File: config.mk
export PLATFORM = sky130hd
export DESIGN_NAME = format_spec_parser
export DESIGN_NICKNAME = d
export VERILOG_FILES = /design/src/rtl/fsp_pkg.sv /design/src/rtl/fsp_fifo.sv /design/src/rtl/fsp_front.sv /design/src/rtl/fsp_back.sv /design/src/rtl/format_spec_parser.sv
export SDC_FILE = /design/constraint.sdc
export NUM_CORES = 1
export LEC_CHECK = 0
export BUFFER_PORTS_ARGS = -buffer_cell sky130_fd_sc_hd__buf_2
export CORE_ASPECT_RATIO = 0.6
export CORE_UTILIZATION = 50
export CTS_CLUSTER_DIAMETER = 120
export DETAILED_ROUTE_END_ITERATION = 10
export PLACE_DENSITY_LB_ADDON = 0.1
export SLEW_MARGIN = 15
export SYNTH_ARGS = -nofsm -noshare
export SYNTH_HDL_FRONTEND = slang
export SYNTH_HIERARCHICAL = 1
export SYNTH_SLANG_ARGS = --single-unit
File: constraint.sdc
create_clock -name clock -period 9.63 [get_ports clock]
set_input_delay 1.926 -clock clock [delete_from_list [all_inputs] [get_ports clock]]
set_output_delay 1.926 -clock clock [all_outputs]
set_load 0.05 [all_outputs]
File: src/rtl/fsp_pkg.sv
`timescale 1ns / 1ps
// ----------------------------------------------------------------------------
// Format specifier parser package
// Shared constants, character codes and the beat types that pass between
// the classifier front end, the parser back end and the queues.
// ----------------------------------------------------------------------------
package fsp_pkg;

   // Default width of the width and precision accumulators.
   localparam int NUMBER_BITS_DEFAULT = 16;

   // Queue depths between the stages.
   localparam int TOKEN_DEPTH = 2;
   localparam int RSP_DEPTH   = 2;

   // Character codes.
   localparam logic [7:0] CHAR_MINUS = 8'h2D;
   localparam logic [7:0] CHAR_PLUS  = 8'h2B;
   localparam logic [7:0] CHAR_SPACE = 8'h20;
   localparam logic [7:0] CHAR_ZERO  = 8'h30;
   localparam logic [7:0] CHAR_HASH  = 8'h23;
   localparam logic [7:0] CHAR_NINE  = 8'h39;
   localparam logic [7:0] CHAR_DOT   = 8'h2E;
   localparam logic [7:0] CHAR_ELL   = 8'h6C;

   // Positions of the flags in the flag mask.
   localparam int FLAG_MINUS = 0;
   localparam int FLAG_PLUS  = 1;
   localparam int FLAG_SPACE = 2;
   localparam int FLAG_ZERO  = 3;
   localparam int FLAG_HASH  = 4;
   localparam int FLAG_COUNT = 5;

   // Byte counter saturation value.
   localparam logic [7:0] COUNT_MAX = 8'hFF;

   // A classified character, as handed from the front end to the back end.
   typedef struct packed {
      logic [7:0]            character;
      logic                  first;
      logic [FLAG_COUNT-1:0] flag_mask;
      logic                  is_digit;
      logic [3:0]            digit;
      logic                  is_dot;
      logic                  is_ell;
   } token_type;

   // One finished specifier.
   typedef struct packed {
      logic        left_align;
      logic        force_sign;
      logic        space_sign;
      logic        zero_pad;
      logic        alternate_form;
      logic [15:0] field_width;
      logic [16:0] precision_value;
      logic        long_length;
      logic [7:0]  conversion_char;
      logic [7:0]  consumed_count;
      logic        overflowed;
   } rsp_type;

endpackage

File: src/rtl/fsp_fifo.sv
`timescale 1ns / 1ps
// ----------------------------------------------------------------------------
// Format specifier parser queue
// A small register queue with push/full on the write side and pop/empty on
// the read side. When not empty, the oldest entry is shown on the read data.
// ----------------------------------------------------------------------------
module fsp_fifo #(
   parameter int WIDTH = 8,
   parameter int DEPTH = 2
) (
   input  logic             clock,
   input  logic             reset,
   input  logic             push,
   input  logic [WIDTH-1:0] wr_data,
   output logic             full,
   input  logic             pop,
   output logic [WIDTH-1:0] rd_data,
   output logic             empty
);

   localparam int AW = (DEPTH > 1) ? $clog2(DEPTH) : 1;
   localparam int CW = $clog2(DEPTH + 1);

   logic [WIDTH-1:0] mem_ff [DEPTH];
   logic [AW-1:0]    wr_ptr_ff, wr_ptr_in;
   logic [AW-1:0]    rd_ptr_ff, rd_ptr_in;
   logic [CW-1:0]    count_ff, count_in;
   logic             do_push, do_pop;

   assign full    = (count_ff == CW'(DEPTH));
   assign empty   = (count_ff == '0);
   assign do_push = push && !full;
   assign do_pop  = pop && !empty;
   assign rd_data = mem_ff[rd_ptr_ff];

   // Pointer and occupancy updates.
   always_comb begin
      wr_ptr_in = wr_ptr_ff;
      rd_ptr_in = rd_ptr_ff;
      count_in  = count_ff;
      if (do_push) begin
         wr_ptr_in = (wr_ptr_ff == AW'(DEPTH - 1)) ? '0 : wr_ptr_ff + 1'b1;
      end
      if (do_pop) begin
         rd_ptr_in = (rd_ptr_ff == AW'(DEPTH - 1)) ? '0 : rd_ptr_ff + 1'b1;
      end
      if (do_push && !do_pop) begin
         count_in = count_ff + 1'b1;
      end else if (do_pop && !do_push) begin
         count_in = count_ff - 1'b1;
      end
   end

   always_ff @(posedge clock) begin
      if (reset) begin
         wr_ptr_ff <= '0;
         rd_ptr_ff <= '0;
         count_ff  <= '0;
      end else begin
         wr_ptr_ff <= wr_ptr_in;
         rd_ptr_ff <= rd_ptr_in;
         count_ff  <= count_in;
      end
   end

   // Storage holds no reset.
   always_ff @(posedge clock) begin
      if (do_push) begin
         mem_ff[wr_ptr_ff] <= wr_data;
      end
   end

endmodule

File: src/rtl/fsp_front.sv
`timescale 1ns / 1ps
// ----------------------------------------------------------------------------
// Format specifier parser front end
// Classifies each incoming character (flag, digit, dot, length letter) and
// queues the classified beat for the parser back end.
// ----------------------------------------------------------------------------
module fsp_front
   import fsp_pkg::*;
(
   input  logic       clock,
   input  logic       reset,
   input  logic       req_push,
   input  logic [7:0] req_character,
   input  logic       req_first,
   output logic       req_full,
   input  logic       tok_pop,
   output token_type  tok_data,
   output logic       tok_empty
);

   token_type tok_in;
   logic [$bits(token_type)-1:0] tok_rd;

   // Character classification.
   always_comb begin
      tok_in           = '0;
      tok_in.character = req_character;
      tok_in.first     = req_first;
      tok_in.flag_mask[FLAG_MINUS] = (req_character == CHAR_MINUS);
      tok_in.flag_mask[FLAG_PLUS]  = (req_character == CHAR_PLUS);
      tok_in.flag_mask[FLAG_SPACE] = (req_character == CHAR_SPACE);
      tok_in.flag_mask[FLAG_ZERO]  = (req_character == CHAR_ZERO);
      tok_in.flag_mask[FLAG_HASH]  = (req_character == CHAR_HASH);
      tok_in.is_digit  = (req_character >= CHAR_ZERO) && (req_character <= CHAR_NINE);
      tok_in.digit     = req_character[3:0];
      tok_in.is_dot    = (req_character == CHAR_DOT);
      tok_in.is_ell    = (req_character == CHAR_ELL);
   end

   // Queue toward the back end.
   fsp_fifo #(
      .WIDTH ($bits(token_type)),
      .DEPTH (TOKEN_DEPTH)
   ) u_token_fifo (
      .clock   (clock),
      .reset   (reset),
      .push    (req_push),
      .wr_data (tok_in),
      .full    (req_full),
      .pop     (tok_pop),
      .rd_data (tok_rd),
      .empty   (tok_empty)
   );

   assign tok_data = token_type'(tok_rd);

endmodule

File: src/rtl/fsp_back.sv
`timescale 1ns / 1ps
// ----------------------------------------------------------------------------
// Format specifier parser back end
// Holds the parse state, applies one classified beat per cycle while the result
// queue has room, and queues a finished specifier whenever a character ends it.
// ----------------------------------------------------------------------------
module fsp_back
   import fsp_pkg::*;
#(
   parameter int NUMBER_BITS = NUMBER_BITS_DEFAULT
) (
   input  logic      clock,
   input  logic      reset,
   input  token_type tok_data,
   input  logic      tok_empty,
   output logic      tok_pop,
   input  logic      rsp_pop,
   output rsp_type   rsp_data,
   output logic      rsp_empty
);

   localparam int NB  = NUMBER_BITS;
   localparam int EXT = NUMBER_BITS + 17;

   typedef enum logic [1:0] {
      PH_FLAGS,
      PH_WIDTH,
      PH_PREC,
      PH_AFTER_LEN
   } phase_type;

   phase_type             phase_ff, phase_in, ph_cur, ph_num;
   logic [FLAG_COUNT-1:0] flags_ff, flags_in, flags_cur;
   logic [NB-1:0]         width_ff, width_in, width_cur;
   logic [NB-1:0]         prec_ff, prec_in, prec_cur;
   logic                  prec_valid_ff, prec_valid_in, prec_valid_cur;
   logic                  long_ff, long_in, long_cur;
   logic [7:0]            count_ff, count_in, count_cur;
   logic                  ovf_ff, ovf_in, ovf_cur;

   logic [7:0]            cons_count;
   logic                  cons_ovf;
   logic [NB-1:0]         acc_sel;
   logic [NB+3:0]         acc_ext, acc_next;
   logic                  dig_sat;
   logic [NB-1:0]         dig_val;
   logic [EXT-1:0]        width_ext, prec_ext;
   logic                  ends, rsp_full, step;
   rsp_type               rsp_in;
   logic [$bits(rsp_type)-1:0] rsp_rd;

   // A beat is taken only when a result could be queued for it.
   assign step    = !tok_empty && !rsp_full;
   assign tok_pop = step;

   // Starting point: the held state, or the cleared state on a first beat.
   always_comb begin
      if (tok_data.first) begin
         ph_cur         = PH_FLAGS;
         flags_cur      = '0;
         width_cur      = '0;
         prec_cur       = '0;
         prec_valid_cur = 1'b0;
         long_cur       = 1'b0;
         count_cur      = '0;
         ovf_cur        = 1'b0;
      end else begin
         ph_cur         = phase_ff;
         flags_cur      = flags_ff;
         width_cur      = width_ff;
         prec_cur       = prec_ff;
         prec_valid_cur = prec_valid_ff;
         long_cur       = long_ff;
         count_cur      = count_ff;
         ovf_cur        = ovf_ff;
      end
   end

   // Saturating byte count.
   always_comb begin
      cons_ovf   = (count_cur == COUNT_MAX);
      cons_count = cons_ovf ? COUNT_MAX : count_cur + 8'd1;
   end

   // One shared multiply-by-ten and add for width and precision digits.
   always_comb begin
      acc_sel  = (ph_cur == PH_PREC) ? prec_cur : width_cur;
      acc_ext  = (NB + 4)'(acc_sel);
      acc_next = (acc_ext << 3) + (acc_ext << 1) + (NB + 4)'(tok_data.digit);
      dig_sat  = |acc_next[NB+3:NB];
      dig_val  = dig_sat ? '1 : acc_next[NB-1:0];
   end

   // Parse step.
   always_comb begin
      phase_in      = ph_cur;
      flags_in      = flags_cur;
      width_in      = width_cur;
      prec_in       = prec_cur;
      prec_valid_in = prec_valid_cur;
      long_in       = long_cur;
      count_in      = cons_count;
      ovf_in        = ovf_cur | cons_ovf;
      ends          = 1'b0;
      ph_num        = (ph_cur == PH_FLAGS) ? PH_WIDTH : ph_cur;

      if (ph_cur == PH_FLAGS && (|tok_data.flag_mask)) begin
         flags_in = flags_cur | tok_data.flag_mask;
      end else if (ph_num == PH_WIDTH && tok_data.is_digit) begin
         phase_in = PH_WIDTH;
         width_in = dig_val;
         ovf_in   = ovf_cur | cons_ovf | dig_sat;
      end else if (ph_num == PH_WIDTH && tok_data.is_dot) begin
         phase_in      = PH_PREC;
         prec_in       = '0;
         prec_valid_in = 1'b1;
      end else if (ph_num == PH_PREC && tok_data.is_digit) begin
         prec_in = dig_val;
         ovf_in  = ovf_cur | cons_ovf | dig_sat;
      end else if (ph_num != PH_AFTER_LEN && tok_data.is_ell) begin
         phase_in = PH_AFTER_LEN;
         long_in  = 1'b1;
      end else begin
         // Ending character: report and clear.
         ends          = 1'b1;
         phase_in      = PH_FLAGS;
         flags_in      = '0;
         width_in      = '0;
         prec_in       = '0;
         prec_valid_in = 1'b0;
         long_in       = 1'b0;
         count_in      = '0;
         ovf_in        = 1'b0;
      end
   end

   // Result beat, built from the state before the ending character.
   always_comb begin
      width_ext = EXT'(width_cur);
      prec_ext  = EXT'(prec_cur);
      rsp_in.left_align      = flags_cur[FLAG_MINUS];
      rsp_in.force_sign      = flags_cur[FLAG_PLUS];
      rsp_in.space_sign      = flags_cur[FLAG_SPACE];
      rsp_in.zero_pad        = flags_cur[FLAG_ZERO];
      rsp_in.alternate_form  = flags_cur[FLAG_HASH];
      rsp_in.field_width     = width_ext[15:0];
      rsp_in.precision_value = prec_valid_cur ? prec_ext[16:0] : '1;
      rsp_in.long_length     = long_cur;
      rsp_in.conversion_char = tok_data.character;
      rsp_in.consumed_count  = count_cur;
      rsp_in.overflowed      = ovf_cur;
   end

   always_ff @(posedge clock) begin
      if (reset) begin
         phase_ff      <= PH_FLAGS;
         flags_ff      <= '0;
         width_ff      <= '0;
         prec_ff       <= '0;
         prec_valid_ff <= 1'b0;
         long_ff       <= 1'b0;
         count_ff      <= '0;
         ovf_ff        <= 1'b0;
      end else if (step) begin
         phase_ff      <= phase_in;
         flags_ff      <= flags_in;
         width_ff      <= width_in;
         prec_ff       <= prec_in;
         prec_valid_ff <= prec_valid_in;
         long_ff       <= long_in;
         count_ff      <= count_in;
         ovf_ff        <= ovf_in;
      end
   end

   // Result queue toward the output ports.
   fsp_fifo #(
      .WIDTH ($bits(rsp_type)),
      .DEPTH (RSP_DEPTH)
   ) u_rsp_fifo (
      .clock   (clock),
      .reset   (reset),
      .push    (step && ends),
      .wr_data (rsp_in),
      .full    (rsp_full),
      .pop     (rsp_pop),
      .rd_data (rsp_rd),
      .empty   (rsp_empty)
   );

   assign rsp_data = rsp_type'(rsp_rd);

endmodule

File: src/rtl/format_spec_parser.sv
`timescale 1ns / 1ps
// ----------------------------------------------------------------------------
// Format specifier parser
// Parses the characters after a percent sign into flags, width, precision,
// length mark, ending character and consumed count.
// ----------------------------------------------------------------------------
// Push one character per beat, with req_first set on the first character of a
// specifier. Flags, width digits, a dot with precision digits and a single
// lower-case l are consumed silently; the first other character (NUL too)
// ends the specifier and produces one result beat carrying the parsed fields
// and that character, after which a new specifier begins. While the result
// queue has room, the block sustains one character per clock cycle: the
// front end classifies and queues each beat, and the back end applies it
// with a single multiply-by-ten-and-add per cycle. A result is read from a
// register queue on the rsp_ ports, and two-entry queues on each side let
// input and output stall independently. Width and precision saturate at
// 2^NUMBER_BITS - 1 and the count at 255, setting rsp_overflowed.
// ----------------------------------------------------------------------------
module format_spec_parser
   import fsp_pkg::*;
#(
   parameter int NUMBER_BITS = NUMBER_BITS_DEFAULT
) (
   input  logic               clock,
   input  logic               reset,
   input  logic               req_push,
   output logic               req_full,
   input  logic [7:0]         req_character,
   input  logic               req_first,
   output logic               rsp_empty,
   input  logic               rsp_pop,
   output logic               rsp_left_align,
   output logic               rsp_force_sign,
   output logic               rsp_space_sign,
   output logic               rsp_zero_pad,
   output logic               rsp_alternate_form,
   output logic [15:0]        rsp_field_width,
   output logic signed [16:0] rsp_precision_value,
   output logic               rsp_long_length,
   output logic [7:0]         rsp_conversion_char,
   output logic [7:0]         rsp_consumed_count,
   output logic               rsp_overflowed
);

   token_type tok_data;
   logic      tok_empty;
   logic      tok_pop;
   rsp_type   rsp_data;

   // Classifier front end.
   fsp_front u_front (
      .clock         (clock),
      .reset         (reset),
      .req_push      (req_push),
      .req_character (req_character),
      .req_first     (req_first),
      .req_full      (req_full),
      .tok_pop       (tok_pop),
      .tok_data      (tok_data),
      .tok_empty     (tok_empty)
   );

   // Parser back end.
   fsp_back #(
      .NUMBER_BITS (NUMBER_BITS)
   ) u_back (
      .clock     (clock),
      .reset     (reset),
      .tok_data  (tok_data),
      .tok_empty (tok_empty),
      .tok_pop   (tok_pop),
      .rsp_pop   (rsp_pop),
      .rsp_data  (rsp_data),
      .rsp_empty (rsp_empty)
   );

   // Result fields.
   assign rsp_left_align      = rsp_data.left_align;
   assign rsp_force_sign      = rsp_data.force_sign;
   assign rsp_space_sign      = rsp_data.space_sign;
   assign rsp_zero_pad        = rsp_data.zero_pad;
   assign rsp_alternate_form  = rsp_data.alternate_form;
   assign rsp_field_width     = rsp_data.field_width;
   assign rsp_precision_value = $signed(rsp_data.precision_value);
   assign rsp_long_length     = rsp_data.long_length;
   assign rsp_conversion_char = rsp_data.conversion_char;
   assign rsp_consumed_count  = rsp_data.consumed_count;
   assign rsp_overflowed      = rsp_data.overflowed;

endmodule

# Word-level counts from Yosys, hierarchy flattened
# Memory sizes are Yosys's and may differ from the RTL's. A register that Yosys moved wholly into a read port is not among the register bits.
# Cells that the tools add are included.
# totals
register_bits	58
mem_bits_rw	154
input_bits	13
out_inout_bits	58
wordCells	151
n_memories	2
# classes
n_addsub	11
n_lt_le_gt_ge	2
eq_ne	14
muxes	74
bitwise_logic	3
n_reduce_logical	31
# memory_table
name	words	width	rd	rd_ports_with_merged_regs	write_ports	line	rtl
u_back.u_rsp_fifo.mem_ff	2	56	1	1	1	fsp_fifo.sv:24	logic [WIDTH-1:0] mem_ff [DEPTH];
u_front.u_token_fifo.mem_ff	2	21	1	1	1	fsp_fifo.sv:24	
# ops
cell	n
2-to-1 mux 16 bit	14
2-to-1 mux 8 bit	7
== test 8 x 6 -> 1 bit (second input constant)	6
2-to-1 mux 1 bit	35
2-to-1 mux 5 bit	6
2-to-1 mux 2 bit	11
adder 19 x 17 -> 20 bit	1
adder 20 x 4 -> 20 bit	1
2-to-1 mux 17 bit	1
logical AND 1 bit	16
adder 8 x 1 -> 8 bit (second input constant)	1
== test 2 bit (second input constant)	4
== test 8 x 7 -> 1 bit (second input constant)	1
== test 8 bit (second input constant)	1
greater-or-equal comparator 8 x 6 -> 1 bit (second input constant)	1
less-or-equal comparator 8 x 6 -> 1 bit (second input constant)	1
zero test 1 bit	8
zero test 2 bit	3
OR 5 bit	1
OR reduction 5 bit	1
adder 1 bit (second input constant)	4
adder 2 x 1 -> 2 bit (second input constant)	2
nonzero test 2 bit	2
OR reduction 4 bit	1
other kinds (4)	6

# Longest topological paths before layout
# Gate-level depths: netlist of the first run.
# logic_depth
ltp_word	16
ltp_mapped	21
ltp_nobuf	16

# Cells and area by module
# Netlist of the first run, hierarchy kept.
# by_module_without_submodules
module	n_inst	cells_each	area_each_um2	seq_area_each_um2
fsp_fifo at u_back.u_rsp_fifo	1	199	4251.6	3463.3
fsp_back	1	504	4018.9	1001.0
fsp_fifo at u_front.u_token_fifo	1	90	1725.4	1361.3
fsp_front	1	16	132.6	0.0

# Least setup slack after synthesis of the first run
# No wires, ideal clock.
# synth_path
path_type	flip-flop to flip-flop
startpoint	register with a tool-made name
endpoint	register u_back.prec_ff[1]
setup_time_ns	0.117
arrival_time_ns	4.913
t_required_ns	9.513
setup_slack_ns	4.600
path_stages_with_launch	21
n_path_buf	5
synth_period_minus_slack_ns	5.030
cell_sequence	dfxtp_1 -> buf_2 -> mux2_2 -> clkbuf_1 -> nand2b_1 -> clkbuf_1 -> nor2_1 -> clkbuf_1 -> nand2_1 -> o21ai_0 -> inv_1 -> fa_1 -> fa_1 -> nand2b_1 -> a21oi_1 -> o21ba_4 -> a31o_2 -> a31oi_2 -> buf_6 -> or4_4 -> a22o_1
# synth_lines
element	line	rtl
end signal, assigned	fsp_back.sv:168	prec_ff <= prec_in;
end, declared	fsp_back.sv:35	logic [NB-1:0] prec_ff, prec_in, prec_cur;

==> impl_metrics.json, run 1 <==
{
  "status": "complete, no violations",
  "swShare": 0.324,
  "cp.required_ns": 9.95,
  "worst-path-max-fanout": 46,
  "period_needed_ns": 5.98,
  "grt_overflow_total": 0,
  "instances_no_fill": 1156,
  "fmax_mhz": 167,
  "row_count": 39,
  "grt_usage": 0.224,
  "finalSetupTns_ns": 0,
  "cts_resized": 0,
  "die_y_um": 112,
  "synth_top_family_by_area": "compound AO/OA/AOI/OAI gates",
  "grtUsageMet1": 0.377,
  "gp_congestion": 0.919,
  "combinationalPowerShare": 0.267,
  "yosys.area_share.simple": 0.116,
  "setup-violations-final": 0,
  "synth_async_sr_flop_share": 0,
  "grtUsageMet2": 0.285,
  "drv_slew": 0,
  "netlist_area_um2": 10100,
  "total_power_mw": 2.69,
  "drtIter0Drc": 624,
  "postLayoutCellArea_um2": 11500,
  "area_growth_pct": 13.3,
  "synth_top_cell_by_area": "edfxtp_1",
  "cts_setup_buffers": 0,
  "startpoint_type": "flip-flop",
  "io_pins": 71,
  "synthAdderAreaFrac": 0.0460,
  "seqCellArea_um2": 5830,
  "internal-power_mw": 1.82,
  "core_area_um2": 19400,
  "clkLatencyLatePin_ns": 0.50,
  "die_x_um": 186,
  "routed-via-count": 6808,
  "antenna_found_initial": 0,
  "setup.worst_path.class": "reg -> reg",
  "h-tree-depth": 1,
  "ys_types": 75,
  "synth_ff_type": "edfxtp_1",
  "finClkSkew_ns": 0.00921,
  "crit_path_end_kind": "flip-flop",
  "use_met3": 0.0519,
  "syn-num-nets": 858,
  "wl_per_cell_um": 20.5,
  "drc": 0,
  "numPortBuffers": 70,
  "utilization": 0.591,
  "synth_compound_area_frac": 0.124,
  "multi_input_area_um2": 4040,
  "drive_above_1_share": 0.248,
  "hpwl_mm": 16.5,
  "numCtsBuffers": 21,
  "synthCells": 809,
  "synth.area.top_cells": "edfxtp_1 46%, dfxtp_1 12%, mux2_2 9.0%, ha_1 4.2%, o21ai_0 2.6%",
  "n_fill_cell": 1529,
  "synth_edf_count": 154,
  "tightest_slew_ns": 1.16,
  "cts_root_buf": "clkbuf_16",
  "cp_data_arrival_time_ns": 6.30,
  "pwr_density_cell_nw_per_um2": 235,
  "ant_nets": 0,
  "hold_buffers": 0,
  "clkSinkCount": 214,
  "final_nets": 924,
  "grt_max_degree": 57,
  "busiest_layer": "met1",
  "initial_core_util": 0.522,
  "pre_cts_slack_ns": 3.83,
  "total_leakage_power_nw": 4.42,
  "ys_warn_count": 6,
  "drt_wl_total_mm": 23.7,
  "yosysTopAreaCellShare": 0.457,
  "ys_top_cells_by_count": "154 x edfxtp_1, 81 x mux2_2, 60 x dfxtp_1, 52 x o21ai_0, 41 x nor2_1",
  "dieArea_um2": 20800,
  "power_frac_seq": 0.403,
  "synth_most_common_cell": "edfxtp_1",
  "rsz0062_at_grt": "false",
  "setup_slack_ns": 3.65,
  "via_per_inst": 5.89,
  "clockBufferDepth": 3,
  "slew_headroom": 0.222,
  "hold_class": "reg -> reg",
  "synthMuxAreaShare": 0.0910,
  "drv_cap": 0,
  "antenna_cells": 0,
  "clockPowerShare": 0.330,
  "synth-seq-cells": 214,
  "first_pass_iters": 5,
  "final_hold_viol_count": 0,
  "dpl_cell_area_um2": 10700,
  "grt_pass1_vias": 6190,
  "whs_ns": 0.456,
  "cts.reportedPaths.clkPinSlew_ns": 0.06,
  "grt_pass1_wl_mm": 35.5,
  "synth_xor_area_frac": 0.0216,
  "p_sw_uw": 872,
  "placed_cells": 1118,
  "seq_area_frac_synth": 0.575,
  "vdd_ir_drop_max_mv": 0.134,
  "avgSynthCellArea_um2": 12.5,
  "finalCritPeriodShare": 0.621,
  "cts_tree": "built"
}
[worst paths after layout]
path,startpoint,endpoint,slack [ns],cells after the start
max,flip-flop,u_back/width_ff[7],3.65,18
min,u_back/prec_valid_ff,u_back/prec_valid_ff,0.46,2
max reg2reg,flip-flop,u_back/width_ff[7],3.65,18
min reg2reg,u_back/prec_valid_ff,u_back/prec_valid_ff,0.46,2
[flip-flops by register name, indices dropped and copies added (netlist names), named ones only]
register / cells
u_back/u_rsp_fifo/rd_ptr_ff: 1
u_front/u_token_fifo/count_ff: 2
u_back/phase_ff: 2
u_back/flags_ff: 5
u_front/u_token_fifo/mem_ff: 42
u_back/prec_valid_ff: 1
u_back/u_rsp_fifo/count_ff: 2
u_front/u_token_fifo/wr_ptr_ff: 1
u_back/width_ff: 16
u_back/u_rsp_fifo/mem_ff: 112
u_back/count_ff: 8
u_back/u_rsp_fifo/wr_ptr_ff: 1
u_back/ovf_ff: 1
u_front/u_token_fifo/rd_ptr_ff: 1
u_back/prec_ff: 16
u_back/long_ff: 1
[final cells by class]
cell class | count | area share
inverter | 28 | 0.00916
timing repair buffer | 79 | 0.0364
clock inverter | 12 | 0.0170
clock buffer | 26 | 0.0483
sequential | 214 | 0.508
multi-input combinational | 531 | 0.352
tap | 266 | 0.0290
[metal layers]
layer	part of all wire	wire (um)
met2	0.38	9020
met4	0.015	350
met1	0.51	12200
met3	0.090	2120
met5	0	0
[critical path, stage by stage (launching register included)]
cell	delay, ns
dfxtp_1	0.31
buf_4	0.29
mux2_2	0.37
buf_4	0.28
nand2b_1	0.32
nor2_1	0.13
buf_4	0.28
mux2_2	0.40
ha_1	0.29
ha_1	0.20
inv_1	0.07
fa_1	0.40
nand2b_1	0.19
a21oi_1	0.28
o21ba_4	0.27
a31o_2	0.20
a31oi_2	0.22
nor4_2	1.03
o21ai_0	0.27
[power by group through the flow]
stage / logic [mW] / registers (mW) / clock network (mW)
after floorplan: 0.551 / 1.09 / 0
after global placement: 0.695 / 1.10 / 0
after detailed placement: 0.708 / 1.10 / 0
after CTS: 0.712 / 1.08 / 0.904
after global routing: 0.763 / 1.09 / 0.941
final: 0.719 / 1.08 / 0.888
[placed cells by master, fill, tap and decap left out, types with 3 or more instances in the layout]
cell,n
edfxtp_1,154
mux2_2,81
buf_2,70
dfxtp_1,59
o21ai_0,52
nor2_1,41
a21oi_1,40
nand2_1,37
nand2b_1,35
ha_1,34
inv_1,27
nor2b_1,24
clkbuf_16,21
xor2_1,15
a22o_1,12
xnor2_1,10
and3_1,9
buf_4,9
or4_1,8
nand3_1,8
a22oi_1,7
a32o_1,7
o21a_1,6
a21o_1,6
a2bb2oi_1,6
bufinv_16,5
o211ai_1,5
or3_1,5
nor4_1,5
clkbuf_1,4
clkinv_2,4
a32oi_1,4
a211oi_1,4
nor3_1,4
nand4_1,4
o2bb2ai_1,4
a31o_2,3
and2_1,3
[logic make-up (layout without fill, tap and decap cells)]
logic type               Yosys count  in the layout
AO/OA/AOI/OAI                    182            182
XOR/XNOR                          25             25
adder cells (fa/ha/maj)           36             36
buffers and inverters             64            145
flip-flops                       214            214
multiplexers                      82             82
AND/OR/NAND/NOR                  206            206
(Power assumes the default switching activity.)
==> run 2, diff against run 1 <==
Clock period 9.63 ns to 5.8 ns, I/O delays scaled along.
==> impl_metrics.json, run 2 (synthesized netlist as in run 1, its figures left out) <==
{
  "wl_per_cell_um": 20.5,
  "drt_wl_total_mm": 23.7,
  "setup.worst_path.class": "reg -> reg",
  "dpl_cell_area_um2": 10700,
  "first_pass_iters": 5,
  "critical_path.top_delay_family": "compound AO/OA/AOI/OAI gates",
  "cp_data_arrival_time_ns": 5.64,
  "postLayoutCellArea_um2": 11400,
  "die_x_um": 186,
  "grt_pass1_vias": 6507,
  "grt_pass1_wl_mm": 36.9,
  "final_hold_viol_count": 0,
  "cp_slowest_stage_delay_ns": 0.67,
  "io_pins": 71,
  "drv_cap": 0,
  "tightest_slew_ns": 1.17,
  "setup-violations-final": 0,
  "gp_congestion": 0.934,
  "clockBufferDepth": 3,
  "drive_above_1_share": 0.246,
  "clkSinkCount": 214,
  "fmax_mhz": 191,
  "grt_max_degree": 57,
  "via_per_inst": 5.84,
  "hold_buffers": 0,
  "startpoint_type": "flip-flop",
  "placed_cells": 1121,
  "final_nets": 926,
  "cts_resized": 0,
  "path_buf_inv": 3,
  "final_common_cell": "edfxtp_1",
  "total_leakage_power_nw": 4.38,
  "crit_slowest_cell": "xor2_1",
  "antenna_cells": 0,
  "grt_overflow_total": 0,
  "cp_cell_sequence": "mux2_2, nand2b_1, nor2_1, buf_4, mux2_2, ha_1, ha_1, inv_1, fa_1, nand2b_1, a21oi_1, o21ba_4, a31o_4, xor2_1, nor4_1, buf_4, o21ai_0",
  "seqCellArea_um2": 5830,
  "finalSetupTns_ns": 0,
  "drc": 0,
  "crit_path_end_kind": "flip-flop",
  "numCtsBuffers": 20,
  "final_cell_mix": "154 x edfxtp_1, 81 x mux2_2, 70 x buf_2, 59 x dfxtp_1, 52 x o21ai_0",
  "dieArea_um2": 20800,
  "h-tree-depth": 1,
  "ant_nets": 0,
  "area_growth_pct": 12.2,
  "clkLatencyLatePin_ns": 0.49,
  "top_register": "u_back/u_rsp_fifo/mem_ff",
  "die_y_um": 112,
  "cp.required_ns": 6.20,
  "finClkSkew_ns": 0.0206,
  "routed-via-count": 6754,
  "grt_usage": 0.233,
  "hpwl_mm": 16.9,
  "status": "complete, no violations",
  "vdd_ir_drop_max_mv": 0.249,
  "rsz0062_at_grt": "false",
  "cts.reportedPaths.clkPinSlew_ns": 0.07,
  "cts_tree": "built",
  "pwr_density_cell_nw_per_um2": 373,
  "antenna_found_initial": 1,
  "cts_root_buf": "clkbuf_16",
  "cts_setup_buffers": 0,
  "slew_headroom": 0.220,
  "numPortBuffers": 70,
  "worst-path-max-fanout": 28,
  "top_regs": "u_back/u_rsp_fifo/mem_ff (112), u_front/u_token_fifo/mem_ff (42)",
  "multi_input_area_um2": 4030,
  "largest_register_ffs": 112,
  "hold_class": "reg -> reg",
  "drtIter0Drc": 734,
  "finalCritPeriodShare": 0.902,
  "whs_ns": 0.453,
  "period_needed_ns": 5.23,
  "row_count": 39,
  "drv_slew": 0,
  "n_fill_cell": 1570,
  "core_area_um2": 19400,
  "initial_core_util": 0.522,
  "utilization": 0.585,
  "instances_no_fill": 1157
}
==> run 2: cell types whose count changed in the layout (fill, tap and decap cells not counted) <==
cell        before  now
buf_4            9   12
bufinv_16        5    1
clkbuf_1         4    2
clkbuf_8         1    0
clkinv_1         0    4
clkinv_2         4    6
clkinv_4         1    0
clkinvlp_2       0    1
clkinvlp_4       1    0
nor4_1           5    6
nor4_2           2    1
==> run 2: power by group <==
group / internal [mW] / leakage (nW) / switching, mW / total (mW)
Sequential: 1.75 / 1.94 / 0.0480 / 1.80
Combinational: 0.361 / 2.13 / 0.824 / 1.18
Clock: 0.706 / 0.310 / 0.546 / 1.25
==> run 2: per-stage QoR <==
step	power [mW]	setup slack [ns]
2_1_floorplan	2.73	0.770
4_1_cts	4.25	0.678
3_3_place_gp	2.97	0.896
3_5_place_dp	3.00	0.717
5_1_grt	4.41	0.220
6_report	4.24	0.568
==> run 2: final timing paths <==
check                  startpoint                    to  slack (ns)  depth (start not counted)
min          u_back/prec_valid_ff  u_back/prec_valid_ff        0.45                          2
max                     flip-flop   u_back/width_ff[10]        0.57                         17
max reg2reg             flip-flop   u_back/width_ff[10]        0.57                         17
min reg2reg  u_back/prec_valid_ff  u_back/prec_valid_ff        0.45                          2
==> run 2: routing by layer <==
layer / share of wire / global-route usage / vias to the layer above
li1: - / - / 3179
met1: 0.51 / 0.383 / 3258
met2: 0.39 / 0.309 / 286
met3: 0.090 / 0.0516 / 31
met4: 0.013 / 0.0459 / 0
met5: 0 / 0 / -
==> run 2: worst min-delay path: stages, from the launching register on <==
cell and delay [ns]:
dfxtp_1 0.31, nand2_1 0.05, a21oi_1 0.05
==> run 2: layout make-up <==
| class | count | area share |
|---|---|---|
| multi-input cells | 531 | 0.355 |
| inverters | 28 | 0.00925 |
| flip-flops and latches | 214 | 0.513 |
| well taps | 266 | 0.0293 |
| repair buffers | 82 | 0.0388 |
| clock inverters | 13 | 0.00782 |
| clock buffers | 23 | 0.0469 |
